[src/bwct_ram.sv]
// ----------------------------------------------------------------------------
// Generic RAM
// One write port and one read port with registered read data.
// ----------------------------------------------------------------------------
`timescale 1ns / 1ps
`default_nettype none

module bwct_ram #(
    parameter int WIDTH = 16,
    parameter int DEPTH = 32
) (
    input  logic                     aclk,
    input  logic                     wr_en,
    input  logic [$clog2(DEPTH)-1:0] wr_addr,
    input  logic [WIDTH-1:0]         wr_data,
    input  logic                     rd_en,
    input  logic [$clog2(DEPTH)-1:0] rd_addr,
    output logic [WIDTH-1:0]         rd_data
);

    logic [WIDTH-1:0] mem_reg [DEPTH];
    logic [WIDTH-1:0] rd_data_reg;

    always_ff @(posedge aclk) begin
        if (wr_en) begin
            mem_reg[wr_addr] <= wr_data;
        end
        if (rd_en) begin
            rd_data_reg <= mem_reg[rd_addr];
        end
    end

    assign rd_data = rd_data_reg;

endmodule

`default_nettype wire

[config.mk]
export PLATFORM = sky130hd
export DESIGN_NAME = bwct_ram
export DESIGN_NICKNAME = d
export VERILOG_FILES = /design/src/bwct_ram.sv
export SDC_FILE = /design/constraint.sdc
export NUM_CORES = 1
export LEC_CHECK = 0
export BUFFER_PORTS_ARGS = -buffer_cell sky130_fd_sc_hd__buf_2
export CORE_MARGIN = 10
export CORE_UTILIZATION = 49
export CTS_CLUSTER_DIAMETER = 40
export DETAILED_ROUTE_END_ITERATION = 10
export PLACE_DENSITY = 0.61
export SYNTH_ARGS = -nofsm -noshare
export SYNTH_HDL_FRONTEND = slang
export SYNTH_SLANG_ARGS = --single-unit
export TNS_END_PERCENT = 1
[constraint.sdc]
create_clock -name aclk -period 3 [get_ports aclk]
set_input_delay 0.3 -clock aclk [delete_from_list [all_inputs] [get_ports aclk]]
set_output_delay 0.3 -clock aclk [all_outputs]
set_load 0.01 [all_outputs]
; ---- After elaboration in Yosys (flattened, before gate mapping)
; Memories as Yosys holds them, arrays and structs flattened. A register that Yosys moved wholly into a read port is not among the register bits.
; Cells that the tools add are included.
[word_totals]
register_bits = 0
ramBits = 512
output_inout_bits = 16
memories = 1
[memory_table]
columns = name, depth, width, rd, rd_clocked_by_memory_dff, write_ports, line_no
row1 = mem_reg, 32, 16, 1, 1, 1, 21  ; logic [WIDTH-1:0] mem_reg [DEPTH];
[op_classes]
muxes = 2
[ops]
columns = op, count
row1 = two-way mux 1 bit, 2

; ---- Logic depth before layout (Yosys ltp)
[depth]
ltp_word = 2
depth_mapped = 8

; ---- Least setup slack after synthesis
; Ideal clock, no wire load.
[synth_timing]
kind = input port to flip-flop
from = in wr_addr[1]
to = mem mem_reg[12][0], enable pin
setup_ns = 0.388
t_arrival_ns = 1.652
required_ns = 2.612
slack_ns = 0.960
cell_stages = 3
path_buffers = 1
path_cell_list = or3b_2 > clkbuf_1 > nor2_1
[synth_lines]
columns = element, line_no
row1 = from (decl), 14  ; input logic [$clog2(DEPTH)-1:0] wr_addr,
row2 = to (decl), 21
; No word-level cell before the write port.

==> results.toml <==
[sta]
finalCritPeriodShare_pct = 61.4
fin_tns_setup_ns = 0
drv_slew = 0
hold_violations = 0
max_freq_mhz = 543
period_minus_slack_ns = 1.84
rsz0062_at_grt = "no"
whs_ns = 0.232
finalSetupViolations = 0
finClkSkew_ns = 0.0137
worstMarginPinSlew_ns = 0.860
slew-limit-headroom_pct = 42.7

[grt]
antenna_found_initial = 0
grt_max_degree = 62
grt_use_total_pct = 19.0
overflow = 0
grt_pass1_wl_mm = 70.4
grt_pass1_vias = 10715

[synth]
yosysTopAreaCell = "edfxtp_1"
synth_area_leaders = "edfxtp_1, mux2i_1, a22oi_1"
synthXorXnorAreaFrac_pct = 0
ys_seq_elements = 528
netlist_instances = 1143
synthSimpleGateAreaFrac_pct = 3.46
synth_edf_count = 528
synthesis.area_sq_mm = 0.0207
synth_warnings = 0
synth_top_family_by_area = "multiplexers"
yosysTopAreaCellShare_pct = 76.6
synthAdderAreaFrac_pct = 0
synthArstFlopShare_pct = 0
synth_area_per_cell_sq_um = 18.1
yosysUniqueCellTypes = 25
synth_flop_cell = "edfxtp_1"
synth_compound_area_share_pct = 4.93
synthMuxAreaShare_pct = 12.4
synth.net_count = 1172
yosysSeqAreaShare_pct = 76.6

[pwr]
power_w = 0.0171
comb_power_share_pct = 4.8
switching_share_pct = 21.1
p_clk_share_pct = 46.7
ir_worst_vdd_uv = 586
power.internal_w = 0.0134
power_leakage_nw = 8.45
power_density_mw_per_mm2 = 713
power.share.sequential_pct = 48.5
switching_power_w = 0.00361

[floorplanning]
start_util_pct = 49.4
fp.dieW_um = 226
num_rows = 75
fp.dieArea_sq_mm = 0.0509
dieHeight_um = 226
core_sq_mm = 0.0419
ioPinCount = 45

[finish]
drive_gt1_share_pct = 16.6
fin_nets = 1279
largest_reg_flops = 512
final_cells = 1838
final_core_util_pct = 57.2
areaGrowthSynthToFinish_pct = 15.6

[critical_path]
worstPathArrival_ns = 2.12
startpoint_type = "primary input"
worstSetupPathType = "in2reg"
r2r-start = "mem_reg[5][13]"
crit_family = "compound AO/OA/AOI/OAI gates"
critPathRequiredTime_ns = 3.27
crit_buf_inv = 2
cpPeakStageDelay_ns = 0.66
end_kind = "flip-flop"
cpMaxStageDelayCell = "a31oi_1"
path_max_fanout = 31
crit_start = "rd_addr[0]"
worstPathCellList = "buf_8 > buf_4 > mux2i_1 > a22oi_1 > a31oi_1 > nand3_1"

[clock_tree]
cts-resized-gates = 0
cts_sinks = 528
h-tree-depth = 3
cts_buffer_depth = 3
postCtsSetupBuffers = 0
hold_buffers = 0
root_buffer = "clkbuf_16"
numCtsBuffers = 66
cts_tree = "yes"
clk_pin_slew_ns = 0.06
clock_latency_ns = 0.58

[route]
via_count = 10740
drt_iter0_markers = 1043
first_pass_iters = 5
drt-wirelength-per-cell_um = 26.1
vias_per_cell = 5.84
drcViolationCount = 0
wl_mm = 48.0
drtAntennaViolNets = 0

[worst_hold_path]
hp-class = "in2reg"
hold_start = "rd_en"

[placed_design]
dp.cells = 1721
portBuffers = 44
hpwlAfterDp_mm = 27.9
gp_congestion = 0.784

[job]
cap_violations = 0

[outcome]
status = "finished, final reports clean"
[cells by family after synthesis]
kind of cell,after synthesis
AO/OA/AOI/OAI,144
buffers and inverters,67
flip-flops,528
multiplexers,256
AND/OR/NAND/NOR,148
[path summary, 6_finish.rpt]
check           endpoint  slack, ns  depth (start not counted)
min          rd_data[15]       0.23                          1
max           rd_data[3]       1.16                          6
min reg2reg  rd_data[14]       0.71                          4
max reg2reg  rd_data[13]       1.21                          5
[per-layer routing]
metal	wire, um	GRT usage (%)	share of wire (%)	vias to the layer above
met5	0	0	0	-
met4	1110	5.58	2.3	0
met3	2550	3.23	5.3	71
met2	22900	30.4	48	348
met1	21400	26.3	45	5512
li1	-	-	-	4809
[layout by cell type, fill, tap and decap left out, types with 6 or more instances in the layout]
master     synthesis  final
a21oi_1           32     32
nor2_1            33     33
bufinv_16          0      7
a31oi_1           16     16
a22o_1            32     32
nor3_1            16     16
buf_4             19     51
nand3_1           34     34
buf_12             5     11
buf_2             19     43
nand4_1           16     16
clkbuf_1          12      6
a22oi_1           64     64
clkinv_1           0      7
clkinv_4           0      6
clkbuf_16          0     71
nand2_1           33     33
mux2i_1          256    256
inv_6              0      8
edfxtp_1         528    528
[through the flow]
stage                     cell area, sq um  setup slack [ns]
final                                23900              1.16
after floorplan                      20700             0.960
after global placement               21700             0.580
after global routing                 23900              1.12
after CTS                            23900              1.16
after detailed placement             21700             0.562
[power by group through the flow]
stage	Clock (W)	Combinational [W]	Sequential [W]
6_report	0.00797	0.000816	0.00827
5_1_grt	0.00841	0.000873	0.00827
4_1_cts	0.00810	0.000824	0.00827
3_5_place_dp	0	0.000823	0.00842
3_3_place_gp	0	0.000812	0.00842
2_1_floorplan	0	0.000461	0.00842
[layout make-up]
cell class                      count  area (sq um)
Clock buffer                       77          1800
Clock inverter                     39           438
Multi-Input combinational cell    548          4320
Tap cell                          539           674
Antenna cell                        1          2.50
Timing Repair Buffer              106           833
Fill cell                        3178         17900
Sequential cell                   528         15900
[Yosys cell counts (16+ instances only)]
cell type / instances
buf_4: 19
a22o_1: 32
a21oi_1: 32
buf_2: 19
a31oi_1: 16
mux2i_1: 256
a22oi_1: 64
nand2_1: 33
nor3_1: 16
nand3_1: 34
nand4_1: 16
nor2_1: 33
edfxtp_1: 528
No activity file was read; power rests on OpenSTA's default activity.
