[src/bwct_pkg.sv]
// ----------------------------------------------------------------------------
// Binary weight convolution package
// Defaults, stream field layout and shared types.
// ----------------------------------------------------------------------------
`timescale 1ns / 1ps
`default_nettype none

package bwct_pkg;

    localparam int WIN_SIZE_DEF   = 3;
    localparam int FRAME_COLS_DEF = 32;
    localparam int FRAME_ROWS_DEF = 32;
    localparam int MAP_COUNT_DEF  = 16;
    localparam int PIXEL_BITS_DEF = 16;

    localparam int FIELD_INDEX_W  = 4;
    localparam int FIELD_WEIGHT_W = 9;
    localparam int FIELD_THR_W    = 16;
    localparam int FIELD_PIXEL_W  = 16;
    localparam int MAP_BITS_W     = 16;

    localparam int IDX_LSB = 0;
    localparam int WGT_LSB = IDX_LSB + FIELD_INDEX_W;
    localparam int THR_LSB = WGT_LSB + FIELD_WEIGHT_W;
    localparam int PIX_LSB = THR_LSB + FIELD_THR_W;
    localparam int S_FIELDS_W = PIX_LSB + FIELD_PIXEL_W;
    localparam int S_TDATA_W  = ((S_FIELDS_W + 7) / 8) * 8;
    localparam int M_TDATA_W  = MAP_BITS_W;

    localparam int FIFO_DEPTH = 8;

    typedef enum logic {
        FUNC_LOAD  = 1'b0,
        FUNC_PIXEL = 1'b1
    } func_t;

    typedef struct packed {
        logic [MAP_BITS_W-1:0] map_bits;
        logic                  frame_last;
    } result_t;

endpackage

`default_nettype wire

[src/bwct_fifo.sv]
// ----------------------------------------------------------------------------
// Result queue
// Small register queue that decouples the pipeline from the output stream.
// ----------------------------------------------------------------------------
`timescale 1ns / 1ps
`default_nettype none

module bwct_fifo #(
    parameter int DEPTH = 8
) (
    input  logic              aclk,
    input  logic              aresetn,
    input  logic              push,
    input  bwct_pkg::result_t push_data,
    input  logic              pop,
    output logic              out_valid,
    output bwct_pkg::result_t head_data
);

    import bwct_pkg::*;

    localparam int PTR_W = (DEPTH > 1) ? $clog2(DEPTH) : 1;
    localparam int CNT_W = $clog2(DEPTH + 1);

    result_t            mem_reg [DEPTH];
    logic [PTR_W-1:0]   wr_ptr_reg, wr_ptr_next;
    logic [PTR_W-1:0]   rd_ptr_reg, rd_ptr_next;
    logic [CNT_W-1:0]   count_reg, count_next;
    logic               do_pop;

    assign do_pop = pop && (count_reg != '0);

    always_comb begin
        wr_ptr_next = wr_ptr_reg;
        rd_ptr_next = rd_ptr_reg;
        if (push) begin
            wr_ptr_next = (wr_ptr_reg == PTR_W'(DEPTH - 1)) ? '0 : wr_ptr_reg + 1'b1;
        end
        if (do_pop) begin
            rd_ptr_next = (rd_ptr_reg == PTR_W'(DEPTH - 1)) ? '0 : rd_ptr_reg + 1'b1;
        end
        count_next = count_reg + CNT_W'(push) - CNT_W'(do_pop);
    end

    always_ff @(posedge aclk) begin
        if (!aresetn) begin
            wr_ptr_reg <= '0;
            rd_ptr_reg <= '0;
            count_reg  <= '0;
        end else begin
            wr_ptr_reg <= wr_ptr_next;
            rd_ptr_reg <= rd_ptr_next;
            count_reg  <= count_next;
        end
    end

    always_ff @(posedge aclk) begin
        if (push) begin
            mem_reg[wr_ptr_reg] <= push_data;
        end
    end

    assign out_valid = (count_reg != '0);
    assign head_data = mem_reg[rd_ptr_reg];

endmodule

`default_nettype wire

[config.mk]
export PLATFORM = sky130hd
export DESIGN_NAME = bwct_fifo
export DESIGN_NICKNAME = d
export VERILOG_FILES = /design/src/bwct_pkg.sv /design/src/bwct_fifo.sv
export SDC_FILE = /design/constraint.sdc
export NUM_CORES = 1
export LEC_CHECK = 0
export BUFFER_PORTS_ARGS = -buffer_cell sky130_fd_sc_hd__buf_4
export CAP_MARGIN = 10
export CORE_ASPECT_RATIO = 0.9
export CORE_MARGIN = 10
export CORE_UTILIZATION = 55
export DETAILED_ROUTE_END_ITERATION = 12
export HOLD_SLACK_MARGIN = 0.1
export PLACE_DENSITY = 0.69
export RECOVER_POWER = 25
export SYNTH_ARGS = -nofsm -noshare
export SYNTH_HDL_FRONTEND = slang
export SYNTH_SLANG_ARGS = --single-unit
[constraint.sdc]
create_clock -name aclk -period 3 [get_ports aclk]
set_clock_uncertainty 0.15 [all_clocks]
set_input_delay 0.3 -clock aclk [delete_from_list [all_inputs] [get_ports aclk]]
set_output_delay 0.3 -clock aclk [all_outputs]
set_load 0.005 [all_outputs]
# Word level (Yosys, flattened, before mapping)
# Memories as Yosys holds them, arrays and structs flattened. A register that Yosys moved wholly into a read port is not among the register bits.
# Index checks and enable logic that the tools add are counted.
[word_totals] elab_cells=18 reg_bits=10 in_bits=21 memories=1 ramBits=136 output_inout_bits=18
[mem_list] memory="mem_reg" depth=8 width=17 rd=1 rd_ports_with_merged_regs=1 wr=1 line="bwct_fifo.sv:25" rtl="result_t mem_reg [DEPTH];"
[classes] n_eq_ne=2 n_mux=6 add_sub_neg=4 reduce_logical=2
[op_table] op="3-bit 2-to-1 mux" n=4
[op_table] op="3-bit by 1-bit adder with 3-bit output, second input constant" n=2
[op_table] op="3-bit equality test, second input constant" n=2
[op_table] op="4-bit by 1-bit adder with 4-bit output" n=1
[op_table] op="4-bit nonzero test" n=1
[op_table] op="4-bit by 1-bit subtractor with 4-bit output" n=1
[op_table] op="1-bit 2-to-1 mux" n=2
[op_table] op="1-bit logical AND" n=1

# Depth between registers and ports, before layout
[logic_depth] ltp_word=4 mapped_depth=9 mapped_depth_nobuf=9

# Least setup slack after synthesis
# Ideal clock, no wire load.
[synth_timing] path_type="register to register" startpoint="reg count_reg[2]" endpoint="reg count_reg[2]" t_required_ns=2.735 n_path_buf=0 path_stages_with_launch=10 slack_ns=0.653 setup_time_ns=0.115 arrival_ns=2.082 synth_period_minus_slack_ns=2.347 path_cell_list="dfxtp_1 -> inv_1 -> ha_1 -> or3b_2 -> nand2_2 -> mux2i_1 -> ha_1 -> fa_1 -> xor2_1 -> and2_1"
[synth_between] elab_chain_len=3 elab_cells_between_ends=4 classes_between="add/sub: 2; reduce/logical: 2"
[synth_lines] item="start, declared" line="bwct_fifo.sv:28" rtl="logic [CNT_W-1:0] count_reg, count_next;"
[synth_lines] item="start signal, assigned" line="bwct_fifo.sv:53" rtl="count_reg <= count_next;"
[synth_lines] item="4-bit nonzero test"
[synth_lines] item="net out_valid" line="bwct_fifo.sv:16" rtl="output logic out_valid,"
[synth_lines] item="1-bit logical AND" line="bwct_fifo.sv:31" rtl="assign do_pop = pop && (count_reg != '0);"
[synth_lines] item="4-bit by 1-bit subtractor with 4-bit output" line="bwct_fifo.sv:42" rtl="count_next = count_reg + CNT_W'(push) - CNT_W'(do_pop);"
# The timed path passes the listed nets, and every way through them passes these cells.
# A chain may end at the register's enable or synchronous reset.

==> qor.txt <==
Initial Util -> 0.570
Max frequency -> 366 MHz
Buffers added on ports -> 38
GRT Max-Usage Layer -> met2
Initial antenna violation count -> 0
PwrDens -> 731 mW/mm^2
Clock transition at the registers of the reported paths -> 0.06 ns
Longest Clk Path Bufs -> 2
Total Routing Usage GR -> 0.144
Diodes inserted -> 0
Met3 usage -> 0.0344
Worst r2r src -> count_reg[2]
RSZ-0062 raised after global routing -> false
Core box area -> 0.0103 mm^2
Arr. time, crit path -> 2.28 ns
Final worst-path cycle share -> 0.910
DRT antenna net count -> 0
Setup WS pre-CTS -> 0.541 ns
Vias in the first global route -> 2995
Std cell rows -> 35
Crit end category -> primary output
Worst min path class -> primary input to flip-flop
CP required -> 2.55 ns
Crit Path Class -> flip-flop to primary output
Layout area overhead -> 20.3%
Largest net degree at the start of global routing -> 35
Status -> complete, no violations
R2R depth -> 9
Delay-heaviest family, CP -> multiplexers
Final Util -> 0.686
Die H -> 118 um
Worst path cell trace -> buf_4 > mux4_1 > mux2_2 > buf_4
Post-synthesis sequential area ratio -> 0.737
Mapped Area -> 0.00589 mm^2
Mapped Cells -> 271
FFs w/ async S/R, synth -> 0
Grt ovf -> 0
Hpwl dp -> 6.09 mm
Max-cap violations -> 0
Most frequent cells in the layout -> edfxtp_1 (136), buf_4 (40), mux4_1 (24)
Slew Limit Fails -> 0
DRT iter0 DRCs -> 160
CTS buffer count -> 17
Cell leakage power -> 2.45 nW
Fin nets -> 379
Peak supply drop -> 0.000387 V
Hold Vio Cnt, Final -> 0
Post-synth EDFFs -> 136
Slowest library cell on the worst path -> dfxtp_2
Tightest Pin Transition -> 0.754 ns
Rel. slew slack -> 0.495
Reg-to-reg slack, setup -> 0.54 ns
CTS Hold Bufs -> 19
Final RePlAce weighted congestion -> 0.682
Routed len/inst -> 21.1 um
Width of the die -> 129 um
Total power -> 5.18 mW
YS warnings -> 0
Resized cells post-CTS -> 0
Crit path launch type -> flip-flop
Max reg flops -> 136
Crit-path max FO -> 13
Worst skew pair latency -> 0.40 ns
Io pins -> 39
Routed WL -> 10.3 mm
Synth Net Count -> 301
Synth Register Bits -> 149
Number of setup buffers added after CTS -> 0
CTS sink cnt -> 149
Mean Syn Cell Area -> 21.7 um^2
Die footprint -> 0.0153 mm^2
Worst setup margin -> 0.271 ns
First-pass GRT wire length -> 16.6 mm
Most used DFF post-synth -> edfxtp_1
Setup TNS -> 0 ns
Buf/Inv on CP -> 2
Met1 Use GR -> 0.181
Finish-stage setup viols -> 0
TritonCTS clock tree -> yes
Via density -> 5.67
WP depth -> 4
Critical path endpoint -> head_data[14]
# fillers -> 653
GR Layer Usage met2 -> 0.237
CTS Root Cell -> clkbuf_16
Crit-path most repeated cell -> buf_4
# DRC -> 0
Commonest non-fill, non-tap cell in the layout -> edfxtp_1
Worst R2R End -> count_reg[2]
Crit path time final -> 2.73 ns
Slowest stage delay, CP -> 0.58 ns
Synth cell types -> 27
Initial DRT Pass Iterations -> 4
Vias -> 2777
Share of cells above drive strength 1 -> 0.280
Htree depth -> 4
==> layout make-up <==
| type | count | area, um^2 | area share |
|---|---|---|---|
| clock buffers | 18 | 429 | 0.0606 |
| clock inverters | 13 | 136 | 0.0192 |
| inverters | 4 | 15.0 | 0.00212 |
| multi-input cells | 107 | 1470 | 0.207 |
| flip-flops and latches | 149 | 4350 | 0.613 |
| well taps | 129 | 161 | 0.0228 |
| repair buffers | 70 | 532 | 0.0750 |
==> worst min-delay path, cell delays in order <==
cell,delay [ns]
buf_4,0.09
nand2_2,0.14
mux2i_1,0.16
==> worst min-delay path by stage <==
stage,end,startpoint,cells after the start
2_1_floorplan,mem_reg[0][0],push_data[0],0
6_report,flip-flop,pop,3
3_3_place_gp,rd_ptr_reg[2],rd_ptr_reg[2],2
3_5_place_dp,flip-flop,rd_ptr_reg[1],2
4_1_cts,flip-flop,pop,3
5_1_grt,rd_ptr_reg[0],pop,3
==> metrics by stage <==
| stage | hold WS (ns) | instances | instance area, um^2 |
|---|---|---|---|
| 2_1_floorplan | 0.249 | 271 | 5890 |
| 3_3_place_gp | 0.324 | 440 | 6370 |
| 3_5_place_dp | 0.333 | 440 | 6370 |
| 4_1_cts | 0.160 | 490 | 7130 |
| 5_1_grt | 0.191 | 490 | 7090 |
| 6_report | 0.174 | 490 | 7090 |
==> cell families (layout without fill, tap and decap cells) <==
family                   Yosys count  count (layout)  synth area share
flip-flops                       149             149             0.737
multiplexers                      61              61             0.195
AND/OR/NAND/NOR                   33              33            0.0276
buffers and inverters             15             105            0.0151
adder cells (fa/ha/maj)            9               9            0.0204
AO/OA/AOI/OAI                      3               3           0.00319
XOR/XNOR                           1               1           0.00149
==> Yosys cell counts (2+ instances only) <==
master	instances	share of area
and2_1	4	0.0042
nor2_1	8	0.0051
dfxtp_1	13	0.044
mux2_2	17	0.032
mux4_2	10	0.038
ha_1	8	0.017
clkbuf_1	4	0.0025
nand2b_1	3	0.0032
nor2b_1	2	0.0021
nor3_1	2	0.0017
edfxtp_1	136	0.69
mux4_1	24	0.11
inv_1	4	0.0025
nand2_1	10	0.0064
clkbuf_2	2	0.0017
mux2i_1	10	0.017
buf_6	4	0.0076
==> layer usage <==
layer | routed length [um] | part of all wire | up-vias
met5 | 0 | 0 | -
met4 | 68 | 0.0066 | 0
met3 | 461 | 0.045 | 6
met2 | 5310 | 0.51 | 58
met1 | 4510 | 0.44 | 1428
li1 | - | - | 1285
==> where the power goes <==
| part | leakage [nW] | internal, mW | switching [mW] |
|---|---|---|---|
| logic | 0.833 | 0.464 | 0.340 |
| clock network | 0.271 | 1.21 | 0.768 |
| registers | 1.34 | 2.35 | 0.0473 |
| total | 2.45 | 4.03 | 1.16 |
Power figures use the tool's default switching activity.
